File: src/sv/umrf_pkg.sv
`timescale 1ns / 1ps
// Shared definitions for the memory request framer: link tags, status codes,
// parameter defaults and the entry type that passes through the request queue.
// No dependencies.
package umrf_pkg;

  // Link bytes are fixed at eight bits: three tag bits over a five bit field.
  localparam int LINK_BYTE_BITS = 8;
  localparam int TAG_W          = 3;
  localparam int ID_W           = LINK_BYTE_BITS - TAG_W;
  localparam int COUNT_W        = 8;

  localparam int PAYLOAD_STORE_BITS_DEF = 72;
  localparam int QUEUE_DEPTH_DEF        = 4;

  localparam logic [TAG_W-1:0] TAG_HEAD    = 3'b100;
  localparam logic [TAG_W-1:0] TAG_CHANNEL = 3'b101;
  localparam logic [TAG_W-1:0] TAG_LENGTH  = 3'b110;
  localparam logic [TAG_W-1:0] TAG_END     = 3'b111;

  localparam logic KIND_RX = 1'b0;
  localparam logic KIND_TX = 1'b1;

  localparam logic [2:0] ST_BUSY        = 3'd0;
  localparam logic [2:0] ST_READ        = 3'd1;
  localparam logic [2:0] ST_WRITE       = 3'd2;
  localparam logic [2:0] ST_IGNORED     = 3'd3;
  localparam logic [2:0] ST_CORRUPT     = 3'd4;
  localparam logic [2:0] ST_ID_MISMATCH = 3'd5;

  // One classified item: a receive status, or a reply word to be framed.
  typedef struct packed {
    logic            kind;
    logic [2:0]      status;
    logic            seq_gap;
    logic [31:0]     mem_addr;
    logic [31:0]     write_data;
    logic [7:0]      byte_mask;
    logic [ID_W-1:0] tx_id;
    logic [31:0]     reply_word;
  } entry_t;

endpackage

File: src/sv/umrf_front.sv
`timescale 1ns / 1ps
// Front end: receive deframer and transmit id keeper. Classifies each accepted
// item into one queue entry. Depends on umrf_pkg.
module umrf_front #(
  parameter int PAYLOAD_STORE_BITS = umrf_pkg::PAYLOAD_STORE_BITS_DEF
) (
  input  logic                 clk,
  input  logic                 rst_n,
  input  logic                 in_valid,
  output logic                 in_stall,
  input  logic                 in_cmd,
  input  logic [7:0]           in_rx_byte,
  input  logic [31:0]          in_reply_word,
  output logic                 push_valid,
  input  logic                 push_stall,
  output umrf_pkg::entry_t     push_entry
);

  typedef enum logic [2:0] {
    PH_IDLE,
    PH_CHANNEL,
    PH_LENGTH,
    PH_DATA,
    PH_END
  } phase_t;

  localparam int PSB = PAYLOAD_STORE_BITS;
  localparam int IW  = umrf_pkg::ID_W;
  localparam int CW  = umrf_pkg::COUNT_W;

  phase_t                phase_r, phase_nxt;
  logic [PSB-1:0]        payload_r, payload_nxt;
  logic [CW-1:0]         bit_count_r, bit_count_nxt;
  logic [CW-1:0]         bit_target_r, bit_target_nxt;
  logic [IW-1:0]         last_rx_id_r, last_rx_id_nxt;
  logic [IW-1:0]         tx_id_r, tx_id_nxt;

  logic                  accept;
  logic [2:0]            tag;
  logic [IW-1:0]         id;
  logic [IW-1:0]         expect_id;
  logic [CW-1:0]         remaining;
  logic [2:0]            take_n;
  logic [6:0]            keep;
  logic [6:0]            new_bits;
  logic [PSB-1:0]        insert;
  logic [CW-1:0]         count_sum;
  umrf_pkg::entry_t      ent;

  assign push_valid = in_valid;
  assign in_stall   = push_stall;
  assign accept     = in_valid && !push_stall;
  assign push_entry = ent;

  assign tag       = in_rx_byte[7:5];
  assign id        = in_rx_byte[IW-1:0];
  assign expect_id = last_rx_id_r + IW'(1);

  // Up to seven payload bits per data byte, fewer on the closing chunk.
  assign remaining = bit_target_r - bit_count_r;
  assign take_n    = (remaining > CW'(7)) ? 3'd7 : remaining[2:0];

  always_comb begin
    for (int i = 0; i < 7; i++) begin
      keep[i] = (3'(i) < take_n);
    end
  end

  assign new_bits  = in_rx_byte[6:0] & keep;
  // Bits that land past the store fall off the top of the shift.
  assign insert    = {{(PSB-7){1'b0}}, new_bits} << bit_count_r;
  assign count_sum = bit_count_r + {{(CW-3){1'b0}}, take_n};

  always_comb begin
    phase_nxt      = phase_r;
    payload_nxt    = payload_r;
    bit_count_nxt  = bit_count_r;
    bit_target_nxt = bit_target_r;
    last_rx_id_nxt = last_rx_id_r;
    tx_id_nxt      = tx_id_r;
    ent            = '0;
    ent.kind       = umrf_pkg::KIND_RX;
    ent.status     = umrf_pkg::ST_BUSY;

    if (in_cmd) begin
      ent.kind       = umrf_pkg::KIND_TX;
      ent.tx_id      = tx_id_r;
      ent.reply_word = in_reply_word;
      tx_id_nxt      = tx_id_r + IW'(1);
    end else begin
      case (phase_r)
        PH_IDLE: begin
          payload_nxt = '0;
          if (tag == umrf_pkg::TAG_HEAD) begin
            bit_count_nxt  = '0;
            bit_target_nxt = '0;
            phase_nxt      = PH_CHANNEL;
            ent.seq_gap    = (id != expect_id);
          end else begin
            ent.status = umrf_pkg::ST_CORRUPT;
          end
        end
        PH_CHANNEL: begin
          if (tag == umrf_pkg::TAG_CHANNEL) begin
            phase_nxt = PH_LENGTH;
          end else begin
            phase_nxt  = PH_IDLE;
            ent.status = umrf_pkg::ST_CORRUPT;
          end
        end
        PH_LENGTH: begin
          if (tag == umrf_pkg::TAG_LENGTH) begin
            bit_target_nxt = {id, 3'b000};
            phase_nxt      = PH_DATA;
          end else begin
            phase_nxt  = PH_IDLE;
            ent.status = umrf_pkg::ST_CORRUPT;
          end
        end
        PH_DATA: begin
          if (!in_rx_byte[7]) begin
            payload_nxt   = payload_r | insert;
            bit_count_nxt = count_sum;
            if (count_sum == bit_target_r) begin
              phase_nxt = PH_END;
            end
          end else begin
            phase_nxt  = PH_IDLE;
            ent.status = umrf_pkg::ST_CORRUPT;
          end
        end
        PH_END: begin
          phase_nxt = PH_IDLE;
          if (tag != umrf_pkg::TAG_END) begin
            ent.status = umrf_pkg::ST_CORRUPT;
          end else if (id != expect_id) begin
            ent.status = umrf_pkg::ST_ID_MISMATCH;
          end else begin
            last_rx_id_nxt = id;
            if (bit_count_r == CW'(40) && payload_r[39:32] == 8'd0) begin
              ent.status   = umrf_pkg::ST_READ;
              ent.mem_addr = payload_r[31:0];
            end else if (bit_count_r == CW'(72)) begin
              ent.status     = umrf_pkg::ST_WRITE;
              ent.mem_addr   = payload_r[63:32];
              ent.write_data = payload_r[31:0];
              ent.byte_mask  = payload_r[71:64];
            end else begin
              ent.status = umrf_pkg::ST_IGNORED;
            end
          end
        end
        default: begin
          phase_nxt  = PH_IDLE;
          ent.status = umrf_pkg::ST_CORRUPT;
        end
      endcase
    end
  end

  always_ff @(posedge clk) begin
    if (!rst_n) begin
      phase_r      <= PH_IDLE;
      bit_count_r  <= '0;
      bit_target_r <= '0;
      last_rx_id_r <= '0;
      tx_id_r      <= '0;
    end else if (accept) begin
      phase_r      <= phase_nxt;
      bit_count_r  <= bit_count_nxt;
      bit_target_r <= bit_target_nxt;
      last_rx_id_r <= last_rx_id_nxt;
      tx_id_r      <= tx_id_nxt;
    end
  end

  // Cleared on every idle byte before any data lands, so no reset needed.
  always_ff @(posedge clk) begin
    if (accept) begin
      payload_r <= payload_nxt;
    end
  end

endmodule

File: src/sv/umrf_queue.sv
`timescale 1ns / 1ps
// Short entry queue between the deframer and the result serializer.
// Depends on umrf_pkg.
module umrf_queue #(
  parameter int DEPTH = umrf_pkg::QUEUE_DEPTH_DEF
) (
  input  logic             clk,
  input  logic             rst_n,
  input  logic             push_valid,
  output logic             push_stall,
  input  umrf_pkg::entry_t push_entry,
  output logic             pop_valid,
  input  logic             pop_stall,
  output umrf_pkg::entry_t pop_entry
);

  localparam int PW = $clog2(DEPTH);
  localparam int CW = $clog2(DEPTH + 1);

  umrf_pkg::entry_t slot_r [DEPTH];
  logic [PW-1:0]    wr_ptr_r;
  logic [PW-1:0]    rd_ptr_r;
  logic [CW-1:0]    count_r;
  logic             full;
  logic             push;
  logic             pop;

  assign full       = (count_r == CW'(DEPTH));
  assign push_stall = full;
  assign pop_valid  = (count_r != '0);
  assign push       = push_valid && !full;
  assign pop        = pop_valid && !pop_stall;
  assign pop_entry  = slot_r[rd_ptr_r];

  always_ff @(posedge clk) begin
    if (!rst_n) begin
      wr_ptr_r <= '0;
      rd_ptr_r <= '0;
      count_r  <= '0;
    end else begin
      if (push) begin
        wr_ptr_r <= (wr_ptr_r == PW'(DEPTH - 1)) ? '0 : wr_ptr_r + PW'(1);
      end
      if (pop) begin
        rd_ptr_r <= (rd_ptr_r == PW'(DEPTH - 1)) ? '0 : rd_ptr_r + PW'(1);
      end
      if (push && !pop) begin
        count_r <= count_r + CW'(1);
      end else if (pop && !push) begin
        count_r <= count_r - CW'(1);
      end
    end
  end

  always_ff @(posedge clk) begin
    if (push) begin
      slot_r[wr_ptr_r] <= push_entry;
    end
  end

`ifndef SYNTHESIS
  a_count_bound: assert property (@(posedge clk) disable iff (!rst_n)
    count_r <= CW'(DEPTH))
    else $error("queue count past depth");

  a_count_step: assert property (@(posedge clk) disable iff (!rst_n)
    (push && !pop) |=> count_r == CW'($past(count_r) + CW'(1)))
    else $error("queue count did not follow a lone push");
`endif

endmodule

File: src/sv/umrf_back.sv
`timescale 1ns / 1ps
// Back end: drains queue entries into the registered result port. A status
// entry gives one result; a reply entry is framed into nine transmit bytes.
// Depends on umrf_pkg.
module umrf_back (
  input  logic             clk,
  input  logic             rst_n,
  input  logic             q_valid,
  output logic             q_stall,
  input  umrf_pkg::entry_t q_entry,
  output logic             out_valid,
  input  logic             out_stall,
  output logic             out_kind,
  output logic [2:0]       out_status,
  output logic             out_seq_gap,
  output logic [31:0]      out_mem_addr,
  output logic [31:0]      out_write_data,
  output logic [7:0]       out_byte_mask,
  output logic [7:0]       out_tx_byte,
  output logic             out_last
);

  localparam int          IW        = umrf_pkg::ID_W;
  localparam logic [3:0]  BEAT_LAST = 4'd8;
  localparam logic [IW-1:0] REPLY_LEN = IW'(4);

  logic            out_valid_r;
  logic            out_kind_r;
  logic [2:0]      out_status_r;
  logic            out_seq_gap_r;
  logic [31:0]     out_mem_addr_r;
  logic [31:0]     out_write_data_r;
  logic [7:0]      out_byte_mask_r;
  logic [7:0]      out_tx_byte_r;
  logic            out_last_r;
  logic            busy_r;
  logic [3:0]      beat_r;
  logic [31:0]     word_r;
  logic [IW-1:0]   id_r;
  logic            load_ok;

  function automatic logic [7:0] frame_byte(input logic [3:0] beat,
                                            input logic [IW-1:0] fid,
                                            input logic [31:0] word);
    logic [7:0] b;
    case (beat)
      4'd0:    b = {umrf_pkg::TAG_HEAD, fid};
      4'd1:    b = {umrf_pkg::TAG_CHANNEL, {IW{1'b0}}};
      4'd2:    b = {umrf_pkg::TAG_LENGTH, REPLY_LEN};
      4'd3:    b = {1'b0, word[6:0]};
      4'd4:    b = {1'b0, word[13:7]};
      4'd5:    b = {1'b0, word[20:14]};
      4'd6:    b = {1'b0, word[27:21]};
      4'd7:    b = {4'b0000, word[31:28]};
      4'd8:    b = {umrf_pkg::TAG_END, fid};
      default: b = 8'd0;
    endcase
    return b;
  endfunction

  assign load_ok = !out_valid_r || !out_stall;
  assign q_stall = busy_r || !load_ok;

  assign out_valid      = out_valid_r;
  assign out_kind       = out_kind_r;
  assign out_status     = out_status_r;
  assign out_seq_gap    = out_seq_gap_r;
  assign out_mem_addr   = out_mem_addr_r;
  assign out_write_data = out_write_data_r;
  assign out_byte_mask  = out_byte_mask_r;
  assign out_tx_byte    = out_tx_byte_r;
  assign out_last       = out_last_r;

  always_ff @(posedge clk) begin
    if (!rst_n) begin
      out_valid_r <= 1'b0;
      busy_r      <= 1'b0;
      beat_r      <= '0;
    end else if (load_ok) begin
      if (busy_r) begin
        out_valid_r   <= 1'b1;
        out_tx_byte_r <= frame_byte(beat_r, id_r, word_r);
        out_last_r    <= (beat_r == BEAT_LAST);
        beat_r        <= beat_r + 4'd1;
        if (beat_r == BEAT_LAST) begin
          busy_r <= 1'b0;
        end
      end else if (q_valid) begin
        out_valid_r      <= 1'b1;
        out_kind_r       <= q_entry.kind;
        out_last_r       <= 1'b0;
        if (q_entry.kind == umrf_pkg::KIND_RX) begin
          out_status_r     <= q_entry.status;
          out_seq_gap_r    <= q_entry.seq_gap;
          out_mem_addr_r   <= q_entry.mem_addr;
          out_write_data_r <= q_entry.write_data;
          out_byte_mask_r  <= q_entry.byte_mask;
          out_tx_byte_r    <= 8'd0;
        end else begin
          // Head byte goes out now, the other eight follow from word_r and id_r.
          out_status_r     <= umrf_pkg::ST_BUSY;
          out_seq_gap_r    <= 1'b0;
          out_mem_addr_r   <= '0;
          out_write_data_r <= '0;
          out_byte_mask_r  <= '0;
          out_tx_byte_r    <= frame_byte(4'd0, q_entry.tx_id, q_entry.reply_word);
          word_r           <= q_entry.reply_word;
          id_r             <= q_entry.tx_id;
          busy_r           <= 1'b1;
          beat_r           <= 4'd1;
        end
      end else begin
        out_valid_r <= 1'b0;
      end
    end
  end

`ifndef SYNTHESIS
  a_busy_holds_valid: assert property (@(posedge clk) disable iff (!rst_n)
    busy_r |-> out_valid_r)
    else $error("frame in progress without a result on the port");

  a_beat_range: assert property (@(posedge clk) disable iff (!rst_n)
    busy_r |-> (beat_r != 4'd0 && beat_r <= BEAT_LAST))
    else $error("transmit beat out of range");

  a_last_is_tx: assert property (@(posedge clk) disable iff (!rst_n)
    (out_valid_r && out_last_r) |-> (out_kind_r == umrf_pkg::KIND_TX && !busy_r))
    else $error("last marker on a non-final or receive result");
`endif

endmodule

File: src/sv/uart_memory_request_framer_top.sv
`timescale 1ns / 1ps
// Top level of the memory request framer: deframer front end, entry queue
// and result serializer. Depends on umrf_pkg, umrf_front, umrf_queue, umrf_back.

// A received link byte (cmd 0) is taken every cycle unless the queue is full
// (in_stall) and yields one status result; a reply word (cmd 1) is taken as
// one item and yields nine transmit byte results, the last one flagged.
// A result is registered in the queue, then in the output register.
// Sustained input rate is one item per cycle for link bytes while the queue
// has room; reply frames are paced by the single-byte output port, and the queue
// of QUEUE_DEPTH entries lets link bytes keep flowing while a reply frame
// drains. Payload bits past PAYLOAD_STORE_BITS are dropped.
module uart_memory_request_framer_top #(
  parameter int PAYLOAD_STORE_BITS = umrf_pkg::PAYLOAD_STORE_BITS_DEF,
  parameter int QUEUE_DEPTH        = umrf_pkg::QUEUE_DEPTH_DEF
) (
  input  logic        clk,
  input  logic        rst_n,
  input  logic        in_valid,
  output logic        in_stall,
  input  logic        in_cmd,
  input  logic [7:0]  in_rx_byte,
  input  logic [31:0] in_reply_word,
  output logic        out_valid,
  input  logic        out_stall,
  output logic        out_kind,
  output logic [2:0]  out_status,
  output logic        out_seq_gap,
  output logic [31:0] out_mem_addr,
  output logic [31:0] out_write_data,
  output logic [7:0]  out_byte_mask,
  output logic [7:0]  out_tx_byte,
  output logic        out_last
);

  logic             push_valid;
  logic             push_stall;
  umrf_pkg::entry_t push_entry;
  logic             pop_valid;
  logic             pop_stall;
  umrf_pkg::entry_t pop_entry;

  umrf_front #(
    .PAYLOAD_STORE_BITS(PAYLOAD_STORE_BITS)
  ) u_front (
    .clk          (clk),
    .rst_n        (rst_n),
    .in_valid     (in_valid),
    .in_stall     (in_stall),
    .in_cmd       (in_cmd),
    .in_rx_byte   (in_rx_byte),
    .in_reply_word(in_reply_word),
    .push_valid   (push_valid),
    .push_stall   (push_stall),
    .push_entry   (push_entry)
  );

  umrf_queue #(
    .DEPTH(QUEUE_DEPTH)
  ) u_queue (
    .clk       (clk),
    .rst_n     (rst_n),
    .push_valid(push_valid),
    .push_stall(push_stall),
    .push_entry(push_entry),
    .pop_valid (pop_valid),
    .pop_stall (pop_stall),
    .pop_entry (pop_entry)
  );

  umrf_back u_back (
    .clk           (clk),
    .rst_n         (rst_n),
    .q_valid       (pop_valid),
    .q_stall       (pop_stall),
    .q_entry       (pop_entry),
    .out_valid     (out_valid),
    .out_stall     (out_stall),
    .out_kind      (out_kind),
    .out_status    (out_status),
    .out_seq_gap   (out_seq_gap),
    .out_mem_addr  (out_mem_addr),
    .out_write_data(out_write_data),
    .out_byte_mask (out_byte_mask),
    .out_tx_byte   (out_tx_byte),
    .out_last      (out_last)
  );

endmodule

File: config.mk
export PLATFORM = sky130hd
export DESIGN_NAME = uart_memory_request_framer_top
export DESIGN_NICKNAME = d
export VERILOG_FILES = /design/src/sv/umrf_pkg.sv /design/src/sv/umrf_front.sv /design/src/sv/umrf_queue.sv /design/src/sv/umrf_back.sv /design/src/sv/uart_memory_request_framer_top.sv
export SDC_FILE = /design/constraint.sdc
export NUM_CORES = 1
export LEC_CHECK = 0
export BUFFER_PORTS_ARGS = -buffer_cell sky130_fd_sc_hd__buf_2
export CAP_MARGIN = 20
export CORE_AREA = 2 2 198 297
export DETAILED_ROUTE_END_ITERATION = 16
export DIE_AREA = 0 0 200 299
export HOLD_SLACK_MARGIN = 0.02
export PLACE_DENSITY_LB_ADDON = 0.08
export SYNTH_ARGS = -nofsm -noshare
export SYNTH_HDL_FRONTEND = slang
export SYNTH_SLANG_ARGS = --single-unit
export TNS_END_PERCENT = 20
File: constraint.sdc
create_clock -name clk -period 11.7 [get_ports clk]
set_input_delay 1.17 -clock clk [delete_from_list [all_inputs] [get_ports clk]]
set_output_delay 1.17 -clock clk [all_outputs]
set_load 0.02 [all_outputs]
==> impl_metrics.env, run 1 <==
export IMPL_cts_buffer_depth=3
export IMPL_utilization=0.558
export IMPL_grt_use_total=0.236
export IMPL_crit_fanout=24
export IMPL_reg2reg_from="u_front.bit_count_r[3]"
export IMPL_cp_cell_sequence="inv_1, ha_1, and3b_1, or3_1, a211oi_2, nand3_1, a32o_1, a2bb2oi_1, a2bb2oi_1, o21ai_0"
export IMPL_viasPerCell=5.87
export IMPL_ys_seq_elements=692
export IMPL_period_share=0.464
export IMPL_min_period_ps=5420
export IMPL_start_kind="register"
export IMPL_numPortBuffers=132
export IMPL_final_common_cell="edfxtp_1"
export IMPL_drive_gt1_frac=0.205
export IMPL_row_count=108
export IMPL_fin_ws_ps=6280
export IMPL_die_area_sq_um=59800
export IMPL_clk_latency_ps=610
export IMPL_r2r_end="u_front.payload_r[26]"
export IMPL_detail_route_first_pass_iterations=5
export IMPL_grt_pass1_vias=16447
export IMPL_power_density_nw_per_um2=212
export IMPL_wl_met3_um=3030
export IMPL_critPathSlowestCell="dfxtp_1"
export IMPL_detail_route_antenna_nets=0
export IMPL_vias=15785
export IMPL_dpl_instance_area_sq_um=29800
export IMPL_setup_violations=0
export IMPL_drcViolationCount=0
export IMPL_netlist_area_sq_um=28400
export IMPL_ios=133
export IMPL_cts_resized=0
export IMPL_synth_async_sr_flop_share=0
export IMPL_overflow=0
export IMPL_synth_edff_count=651
export IMPL_clk_pin_slew_worst_paths_ps=60
export IMPL_finish_instance_area_sq_um=32000
export IMPL_topRoutingLayerUsed="met4"
export IMPL_met2_length_um=35700
export IMPL_power_leakage_nw=10.3
export IMPL_r2r_cells=10
export IMPL_synth_flop_cell="edfxtp_1"
export IMPL_synthCells=1735
export IMPL_slew_headroom=0.173
export IMPL_place_hpwl_um=43400
export IMPL_postCtsHoldBufs=0
export IMPL_r2r_setup_slack_ps=6280
export IMPL_max_slew_worst_pin_slew_ps=1230
export IMPL_antenna_found_initial=2
export IMPL_drv_slew=0
export IMPL_cts_htree_levels=3
export IMPL_initial_core_util=0.494
export IMPL_crit_top_cell="a2bb2oi_1"
export IMPL_setup_worst_path_start="u_front.bit_count_r[3]"
export IMPL_synthToLayoutAreaGrowth_pct=13.0
export IMPL_grt_pass1_wl_um=104000
export IMPL_diodes=0
export IMPL_cts_tree="yes"
export IMPL_grt_start_max_net_pins=95
export IMPL_worstHoldPathType="register to register"
export IMPL_hold_viol=0
export IMPL_fp_coreArea_sq_um=57400
export IMPL_critPathKind="register to register"
export IMPL_nets=1929
export IMPL_cts_sinks=692
export IMPL_critPathMaxStageDelay_ps=990
export IMPL_ys_seq_area_frac=0.718
export IMPL_status="finished, final reports clean"
export IMPL_cts_setup_buffers=0
export IMPL_crit_required_ps=12040
export IMPL_drt_wl_total_um=69000
export IMPL_die_y_um=299
export IMPL_fin_setup_tns_ps=0
export IMPL_post_drt_wl_per_cell_um=25.7
export IMPL_dieWidth_um=200
export IMPL_cts_made_buffers=68
export IMPL_layout_common_cells="651 x edfxtp_1, 133 x buf_2, 115 x mux4_2, 114 x nor2_1, 89 x nand2_1"
export IMPL_cts_root_buf="clkbuf_16"
export IMPL_rsz0062_at_grt="false"
export IMPL_cp_end_kind="register"
export IMPL_fin_skew_ps=25.9
export IMPL_drtIter0Drc=1042
export IMPL_avgSynthCellArea_sq_um=16.3
export IMPL_max_freq_mhz=184
export IMPL_routabilityCongestion=0.893
export IMPL_met1_length_um=27400
export IMPL_synth_cell_types=78
export IMPL_vdd_drop_max_mv=0.181
export IMPL_yosys_warnings=0
export IMPL_synth_fp_nets=1798
export IMPL_crit_path_end="u_front.payload_r[26]"
export IMPL_crit_arrival_ps=5760
export IMPL_pre_cts_slack_ps=6270
export IMPL_maxCapViolCount=0
-- per-stage QoR --
step | hold slack [ps] | power (mW) | instances
5_1_grt | 528 | 7.09 | 2688
6_report | 486 | 6.79 | 2688
4_1_cts | 487 | 6.89 | 2688
2_1_floorplan | 458 | 4.24 | 1735
3_3_place_gp | 476 | 4.69 | 2565
3_5_place_dp | 479 | 4.71 | 2566
-- worst max-delay path, delay by kind of cell, from the launching register on --
kind	cells	cell delay (ps)
compound gates	5	2150
buf+inv	1	530
flops	1	990
simple gates	3	990
fa+ha+maj	1	500
-- logic make-up (layout without fill, tap and decap cells) --
kind of cell / Yosys count / after routing / share of synthesized area
DFF: 692 / 692 / 0.718
adders and majority gates: 18 / 18 / 0.00821
and+or+nand+nor: 477 / 477 / 0.0875
buffers and inverters: 120 / 303 / 0.0168
muxes: 118 / 118 / 0.0924
xor gates and xnor gates: 25 / 25 / 0.00772
AOI/OAI and AO/OA: 285 / 285 / 0.0690
-- worst min path at each step --
stage / start / slack [ps] / end / cells past startpoint
floorplan: u_front.bit_target_r[7] / 460 / u_front.bit_target_r[7] / 2
CTS: u_front.last_rx_id_r[4] / 490 / u_front.last_rx_id_r[4] / 2
finish: u_front.last_rx_id_r[4] / 490 / u_front.last_rx_id_r[4] / 2
detailed placement: u_front.last_rx_id_r[4] / 480 / u_front.last_rx_id_r[4] / 2
global route: u_front.bit_target_r[7] / 530 / u_front.bit_target_r[7] / 2
global placement: u_front.last_rx_id_r[4] / 480 / u_front.last_rx_id_r[4] / 2
-- state kept, by name, summed over array words and instances, names as in the netlist, 2 cells and up, named ones only --
name,flops
u_back.out_write_data,32
u_front.last_rx_id_r,5
u_back.word_r,32
u_back.out_byte_mask,8
u_back.out_mem_addr,32
u_queue.slot_r,456
u_back.out_tx_byte,8
u_back.beat_r,4
u_front.bit_count_r,8
u_queue.wr_ptr_r,2
u_front.phase_r,3
u_queue.count_r,3
u_back.id_r,5
u_back.out_status,3
u_front.bit_target_r,5
u_front.tx_id_r,5
u_front.payload_r,72
u_queue.rd_ptr_r,2
-- final cells by class --
cell class / instances / area (sq um)
repair buffers: 158 / 866
clock inverters: 34 / 293
inverters: 23 / 86.3
well taps: 770 / 963
multi-input cells: 923 / 7540
flip-flops and latches: 692 / 20400
clock buffers: 88 / 1910
fillers: 4539 / 25400
-- metal layers --
metal / track usage / up-vias
li1: - / 7043
met1: 0.296 / 8139
met2: 0.408 / 457
met3: 0.0345 / 146
met4: 0.103 / 0
met5: 0 / -
-- cells in the mapped netlist, types with 12 or more instances --
library cell	count	area [sq um]
a21oi_1	78	390
o21ai_0	48	240
dfxtp_1	41	821
nor2b_1	82	513
nor2_1	116	435
nand4_1	12	75.1
nand2b_1	17	106
nand3_1	17	85.1
nand2_1	89	334
nor3_1	20	100
a22oi_1	45	338
clkbuf_1	78	293
ha_1	17	213
and2_1	85	532
a22o_1	15	131
xor2_1	17	149
edfxtp_1	651	19500
or3_1	12	75.1
inv_1	18	67.6
mux4_2	115	2590
-- where the power goes --
part / internal (mW) / leakage, nW / switching, mW
Combinational: 0.575 / 2.97 / 0.789
Clock: 1.25 / 1.08 / 0.930
Sequential: 3.10 / 6.26 / 0.154
Total: 4.92 / 10.3 / 1.87
Power figures use the tool's default switching activity.
==> run 2, diff against run 1 <==
- clock period: 11.7 -> 5.4 ns (I/O delays scaled with it)
==> impl_metrics.env, run 2 (synthesis results as in run 1) <==
export IMPL_status="finished, final reports clean"
export IMPL_largestRegisters="u_queue.slot_r: 456 flops, u_front.payload_r: 72 flops"
export IMPL_grt_busiest_layer="met2"
export IMPL_min_period_ps=4370
export IMPL_setup_violations=0
export IMPL_grt_start_max_net_pins=81
export IMPL_switching_share=0.274
export IMPL_cts_made_buffers=68
export IMPL_dieWidth_um=200
export IMPL_met1_usage=0.285
export IMPL_detail_route_first_pass_iterations=5
export IMPL_crit_fanout=24
export IMPL_clk_latency_ps=610
export IMPL_final_common_cell="edfxtp_1"
export IMPL_p_comb_frac=0.197
export IMPL_drcViolationCount=0
export IMPL_fin_setup_tns_ps=0
export IMPL_grtUsageMet3=0.0366
export IMPL_die_y_um=299
export IMPL_stdcell_count=2694
export IMPL_grt_pass1_wl_um=103000
export IMPL_max_freq_mhz=229
export IMPL_largest_register_ff_count=456
export IMPL_vdd_drop_max_mv=0.274
export IMPL_max_slew_worst_pin_slew_ps=1040
export IMPL_routabilityCongestion=0.933
export IMPL_p_clk_frac=0.327
export IMPL_fp_coreArea_sq_um=57400
export IMPL_intPower_mw=10.7
export IMPL_diodes=0
export IMPL_top_register="u_queue.slot_r"
export IMPL_utilization=0.561
export IMPL_r2r_setup_slack_ps=1030
export IMPL_cts_sinks=692
export IMPL_viasPerCell=5.85
export IMPL_crit_required_ps=5750
export IMPL_cts_setup_buffers=0
export IMPL_drv_slew=0
export IMPL_cts_tree="yes"
export IMPL_slew_headroom=0.304
export IMPL_r2r_cells=12
export IMPL_place_hpwl_um=44000
export IMPL_antenna_found_initial=0
export IMPL_nets=1934
export IMPL_hold_depth=3
export IMPL_maxCapViolCount=0
export IMPL_detail_route_antenna_nets=0
export IMPL_overflow=0
export IMPL_rsz0062_at_grt="false"
export IMPL_drtIter0Drc=978
export IMPL_cts_root_buf="clkbuf_16"
export IMPL_cts_htree_levels=3
export IMPL_grt_pass1_vias=16492
export IMPL_power_leakage_nw=10.8
export IMPL_met2_usage=0.419
export IMPL_cp_end_kind="register"
export IMPL_layout_common_cells="651 x edfxtp_1, 132 x buf_2, 115 x mux4_2, 114 x nor2_1, 89 x nand2_1"
export IMPL_fin_skew_ps=23.4
export IMPL_post_drt_wl_per_cell_um=25.5
export IMPL_ios=133
export IMPL_whs_ps=258
export IMPL_cts_resized=0
export IMPL_start_kind="register"
export IMPL_drt_wl_total_um=68600
export IMPL_synthToLayoutAreaGrowth_pct=13.7
export IMPL_drive_gt1_frac=0.209
export IMPL_finalPower_mw=14.8
export IMPL_place_inst=2570
export IMPL_power_density_nw_per_um2=459
export IMPL_period_share=0.810
export IMPL_vias=15756
export IMPL_cts_buffer_depth=3
export IMPL_postCtsHoldBufs=0
export IMPL_worstHoldPathType="input pin to register"
export IMPL_pwr_share_seq=0.476
export IMPL_row_count=108
export IMPL_initial_core_util=0.494
export IMPL_die_area_sq_um=59800
export IMPL_hold_viol=0
export IMPL_numPortBuffers=132
export IMPL_p_sw_mw=4.05
export IMPL_critPathKind="register to register"
export IMPL_clk_pin_slew_worst_paths_ps=60
export IMPL_crit_arrival_ps=4720
export IMPL_grt_use_total=0.235
[run 2: power by group through the flow]
stage               combinational, mW  sequential [mW]  clock (mW)
floorplan                        1.92             7.23           0
global placement                 2.98             7.15           0
detailed placement               2.99             7.17           0
CTS                              3.00             7.06        4.94
global route                     3.17             7.11        5.14
finish                           2.91             7.04        4.84
[run 2: worst paths after layout]
kind | start | to
hold reg to reg | u_queue.wr_ptr_r[1] | u_queue.wr_ptr_r[1]
hold / removal | in_rx_byte[4] | u_front.last_rx_id_r[4]
setup / recovery | u_front.bit_count_r[3] | u_front.payload_r[12]
setup reg to reg | u_front.bit_count_r[3] | u_front.payload_r[12]
[run 2: critical path, stage by stage, from the launching register on]
cell	delay, ps
dfxtp_1	320
buf_4	280
inv_1	300
ha_1	430
and3b_1	230
or3_1	340
a211oi_2	230
buf_4	230
nand3_1	240
o311ai_0	740
o221ai_2	340
a21oi_2	300
o21ai_0	120
[run 2: layout make-up]
cell class              instances  area (sq um)
well taps                     770           963
repair buffers                163           976
multi-input cells             923          7550
clock buffers                  83          1830
fillers                      4548         25200
flip-flops and latches        692         20400
clock inverters                40           444
inverters                      23          86.3
[run 2: per-layer routing]
metal	share of wire	up-vias	wire, um
met4	0.034	0	2310
met2	0.53	437	36600
li1	-	7047	-
met5	0	-	0
met3	0.047	119	3210
met1	0.39	8153	26500
[run 2: per-stage QoR]
stage	area (sq um)	setup WS (ps)
2_1_floorplan	28400	909
3_3_place_gp	29900	1240
3_5_place_dp	29900	1090
4_1_cts	32200	1080
5_1_grt	32200	877
6_report	32200	1030
==> run 3, diff against run 2 <==
- clock period: 5.4 -> 3.6 ns (I/O delays scaled with it)
==> impl_metrics.env, run 3 (synthesis results as in run 1) <==
export IMPL_min_period_ps=3350
export IMPL_cts_made_buffers=67
export IMPL_hold_depth=3
export IMPL_row_count=108
export IMPL_crit_required_ps=3950
export IMPL_nets=1967
export IMPL_fin_skew_ps=27.1
export IMPL_critPathMaxStageDelay_ps=370
export IMPL_clk_pin_slew_worst_paths_ps=60
export IMPL_power_leakage_nw=11.0
export IMPL_max_slew_worst_pin_slew_ps=1040
export IMPL_crit_buf_inv=2
export IMPL_rsz0062_at_grt="false"
export IMPL_final_common_cell="edfxtp_1"
export IMPL_crit_family="compound AO/OA/AOI/OAI gates"
export IMPL_critPathKind="register to register"
export IMPL_p_sw_mw=6.02
export IMPL_r2r_cells=11
export IMPL_drtIter0Drc=1017
export IMPL_fin_setup_tns_ps=0
export IMPL_top_register="u_queue.slot_r"
export IMPL_drv_slew=0
export IMPL_finish_instance_area_sq_um=32500
export IMPL_power_density_nw_per_um2=674
export IMPL_detail_route_antenna_nets=0
export IMPL_vdd_drop_max_mv=0.562
export IMPL_switching_share=0.275
export IMPL_numPortBuffers=132
export IMPL_overflow=0
export IMPL_drt_wl_total_um=69000
export IMPL_cp_cell_sequence="inv_1, ha_1, and3b_1, or3_1, a211oi_2, buf_4, nand4_2, a22oi_1, o221ai_1, a221oi_1, nor2_1"
export IMPL_dieWidth_um=200
export IMPL_utilization=0.566
export IMPL_intPower_mw=15.9
export IMPL_grt_use_total=0.239
export IMPL_grt_pass1_wl_um=105000
export IMPL_grt_pass1_vias=16513
export IMPL_p_clk_frac=0.311
export IMPL_crit_arrival_ps=3700
export IMPL_status="finished, final reports clean"
export IMPL_viasPerCell=5.82
export IMPL_cts_buffer_depth=3
export IMPL_r2r_end="u_front.payload_r[49]"
export IMPL_place_hpwl_um=45600
export IMPL_cts_sinks=692
export IMPL_ios=133
export IMPL_antenna_found_initial=1
export IMPL_layout_common_cells="651 x edfxtp_1, 132 x buf_2, 115 x mux4_2, 114 x nor2_1, 89 x nand2_1"
export IMPL_diodes=0
export IMPL_drive_gt1_frac=0.220
export IMPL_fp_coreArea_sq_um=57400
export IMPL_dpl_instance_area_sq_um=30400
export IMPL_r2r_setup_slack_ps=250
export IMPL_hold_viol=0
export IMPL_cts_tree="yes"
export IMPL_vias=15848
export IMPL_period_share=0.931
export IMPL_largest_register_ff_count=456
export IMPL_p_comb_frac=0.210
export IMPL_synthToLayoutAreaGrowth_pct=14.7
export IMPL_drcViolationCount=0
export IMPL_die_y_um=299
export IMPL_routabilityCongestion=0.891
export IMPL_reg2reg_from="u_front.bit_count_r[3]"
export IMPL_detail_route_first_pass_iterations=5
export IMPL_slew_headroom=0.308
export IMPL_post_drt_wl_per_cell_um=25.3
export IMPL_cts_htree_levels=3
export IMPL_worstHoldPathType="input pin to register"
export IMPL_critPathSlowestCell="a221oi_1"
export IMPL_maxCapViolCount=0
export IMPL_start_kind="register"
export IMPL_largestRegisters="u_queue.slot_r: 456 flops, u_front.payload_r: 72 flops"
export IMPL_hold_path_endpoint="u_front.last_rx_id_r[1]"
export IMPL_clk_latency_ps=610
export IMPL_die_area_sq_um=59800
export IMPL_postCtsHoldBufs=0
export IMPL_cts_root_buf="clkbuf_16"
export IMPL_grt_start_max_net_pins=86
export IMPL_worstHoldStart="in_rx_byte[1]"
export IMPL_cts_setup_buffers=0
export IMPL_setup_violations=0
export IMPL_pwr_share_seq=0.479
export IMPL_initial_core_util=0.494
export IMPL_cp_end_kind="register"
export IMPL_crit_fanout=10
export IMPL_max_freq_mhz=298
-- run 3: cell types whose count changed in the layout (fill, tap and decap cells not counted), sizes merged --
cell      before  now
buf          163  197
bufinv         8    4
clkbuf        83   88
clkinv        29   24
clkinvlp       3    2
-- run 3: metal layers --
layer / vias to the layer above / wire length, um / GRT usage
met5: - / 0 / 0
met4: 0 / 2330 / 0.0899
met3: 120 / 3040 / 0.0358
met2: 411 / 36400 / 0.422
met1: 8177 / 27200 / 0.294
li1: 7140 / - / -
-- run 3: how the worst max path moves through the flow --
stage,from,to,depth (start not counted),slack [ps]
after floorplan,u_queue.count_r[0],u_queue.slot_r[3][0],5,-620
final,u_front.bit_count_r[3],u_front.payload_r[49],11,250
after global placement,u_front.bit_count_r[3],u_front.payload_r[10],11,310
after detailed placement,u_front.bit_count_r[3],u_front.payload_r[42],11,250
after CTS,u_front.bit_count_r[3],u_front.payload_r[42],11,220
after global routing,u_front.bit_count_r[3],u_front.payload_r[49],11,10
-- run 3: tightest hold or removal path: cells and delay by family --
kind | cells | cell delay, ps
buf+inv | 1 | 150
compound gates | 1 | 50
simple gates | 1 | 70
-- run 3: per-stage QoR --
stage               instances  hold WS [ps]  setup slack, ps  power [mW]
global route             2723          96.0             13.1        22.9
global placement         2605           467              315        15.4
floorplan                1735           458             -618        13.7
finish                   2723          93.8              248        21.9
detailed placement       2605           484              245        15.4
CTS                      2723          79.9              222        22.3
-- run 3: cell type report --
| type | count | area, sq um |
|---|---|---|
| clock buffer | 88 | 1820 |
| clock inverter | 30 | 287 |
| fill | 4532 | 24900 |
| inverter | 23 | 86.3 |
| multi-input combinational | 923 | 7550 |
| sequential | 692 | 20400 |
| tap | 770 | 963 |
| timing repair buffer | 197 | 1440 |
-- run 3: repair_timing --
| item | 4_1_cts | 5_1_grt |
|---|---|---|
| hold endpoints to repair | 0 | 0 |
| resized for setup | 0 | 1 |
| setup endpoints to repair | 0 | 4 |
-- run 3: power groups by stage --
stage / registers [mW] / clock network, mW / logic [mW]
final: 10.5 / 6.82 / 4.60
after global routing: 10.6 / 7.29 / 4.99
after CTS: 10.5 / 6.98 / 4.74
after detailed placement: 10.7 / 0 / 4.73
after global placement: 10.7 / 0 / 4.70
after floorplan: 10.8 / 0 / 2.88
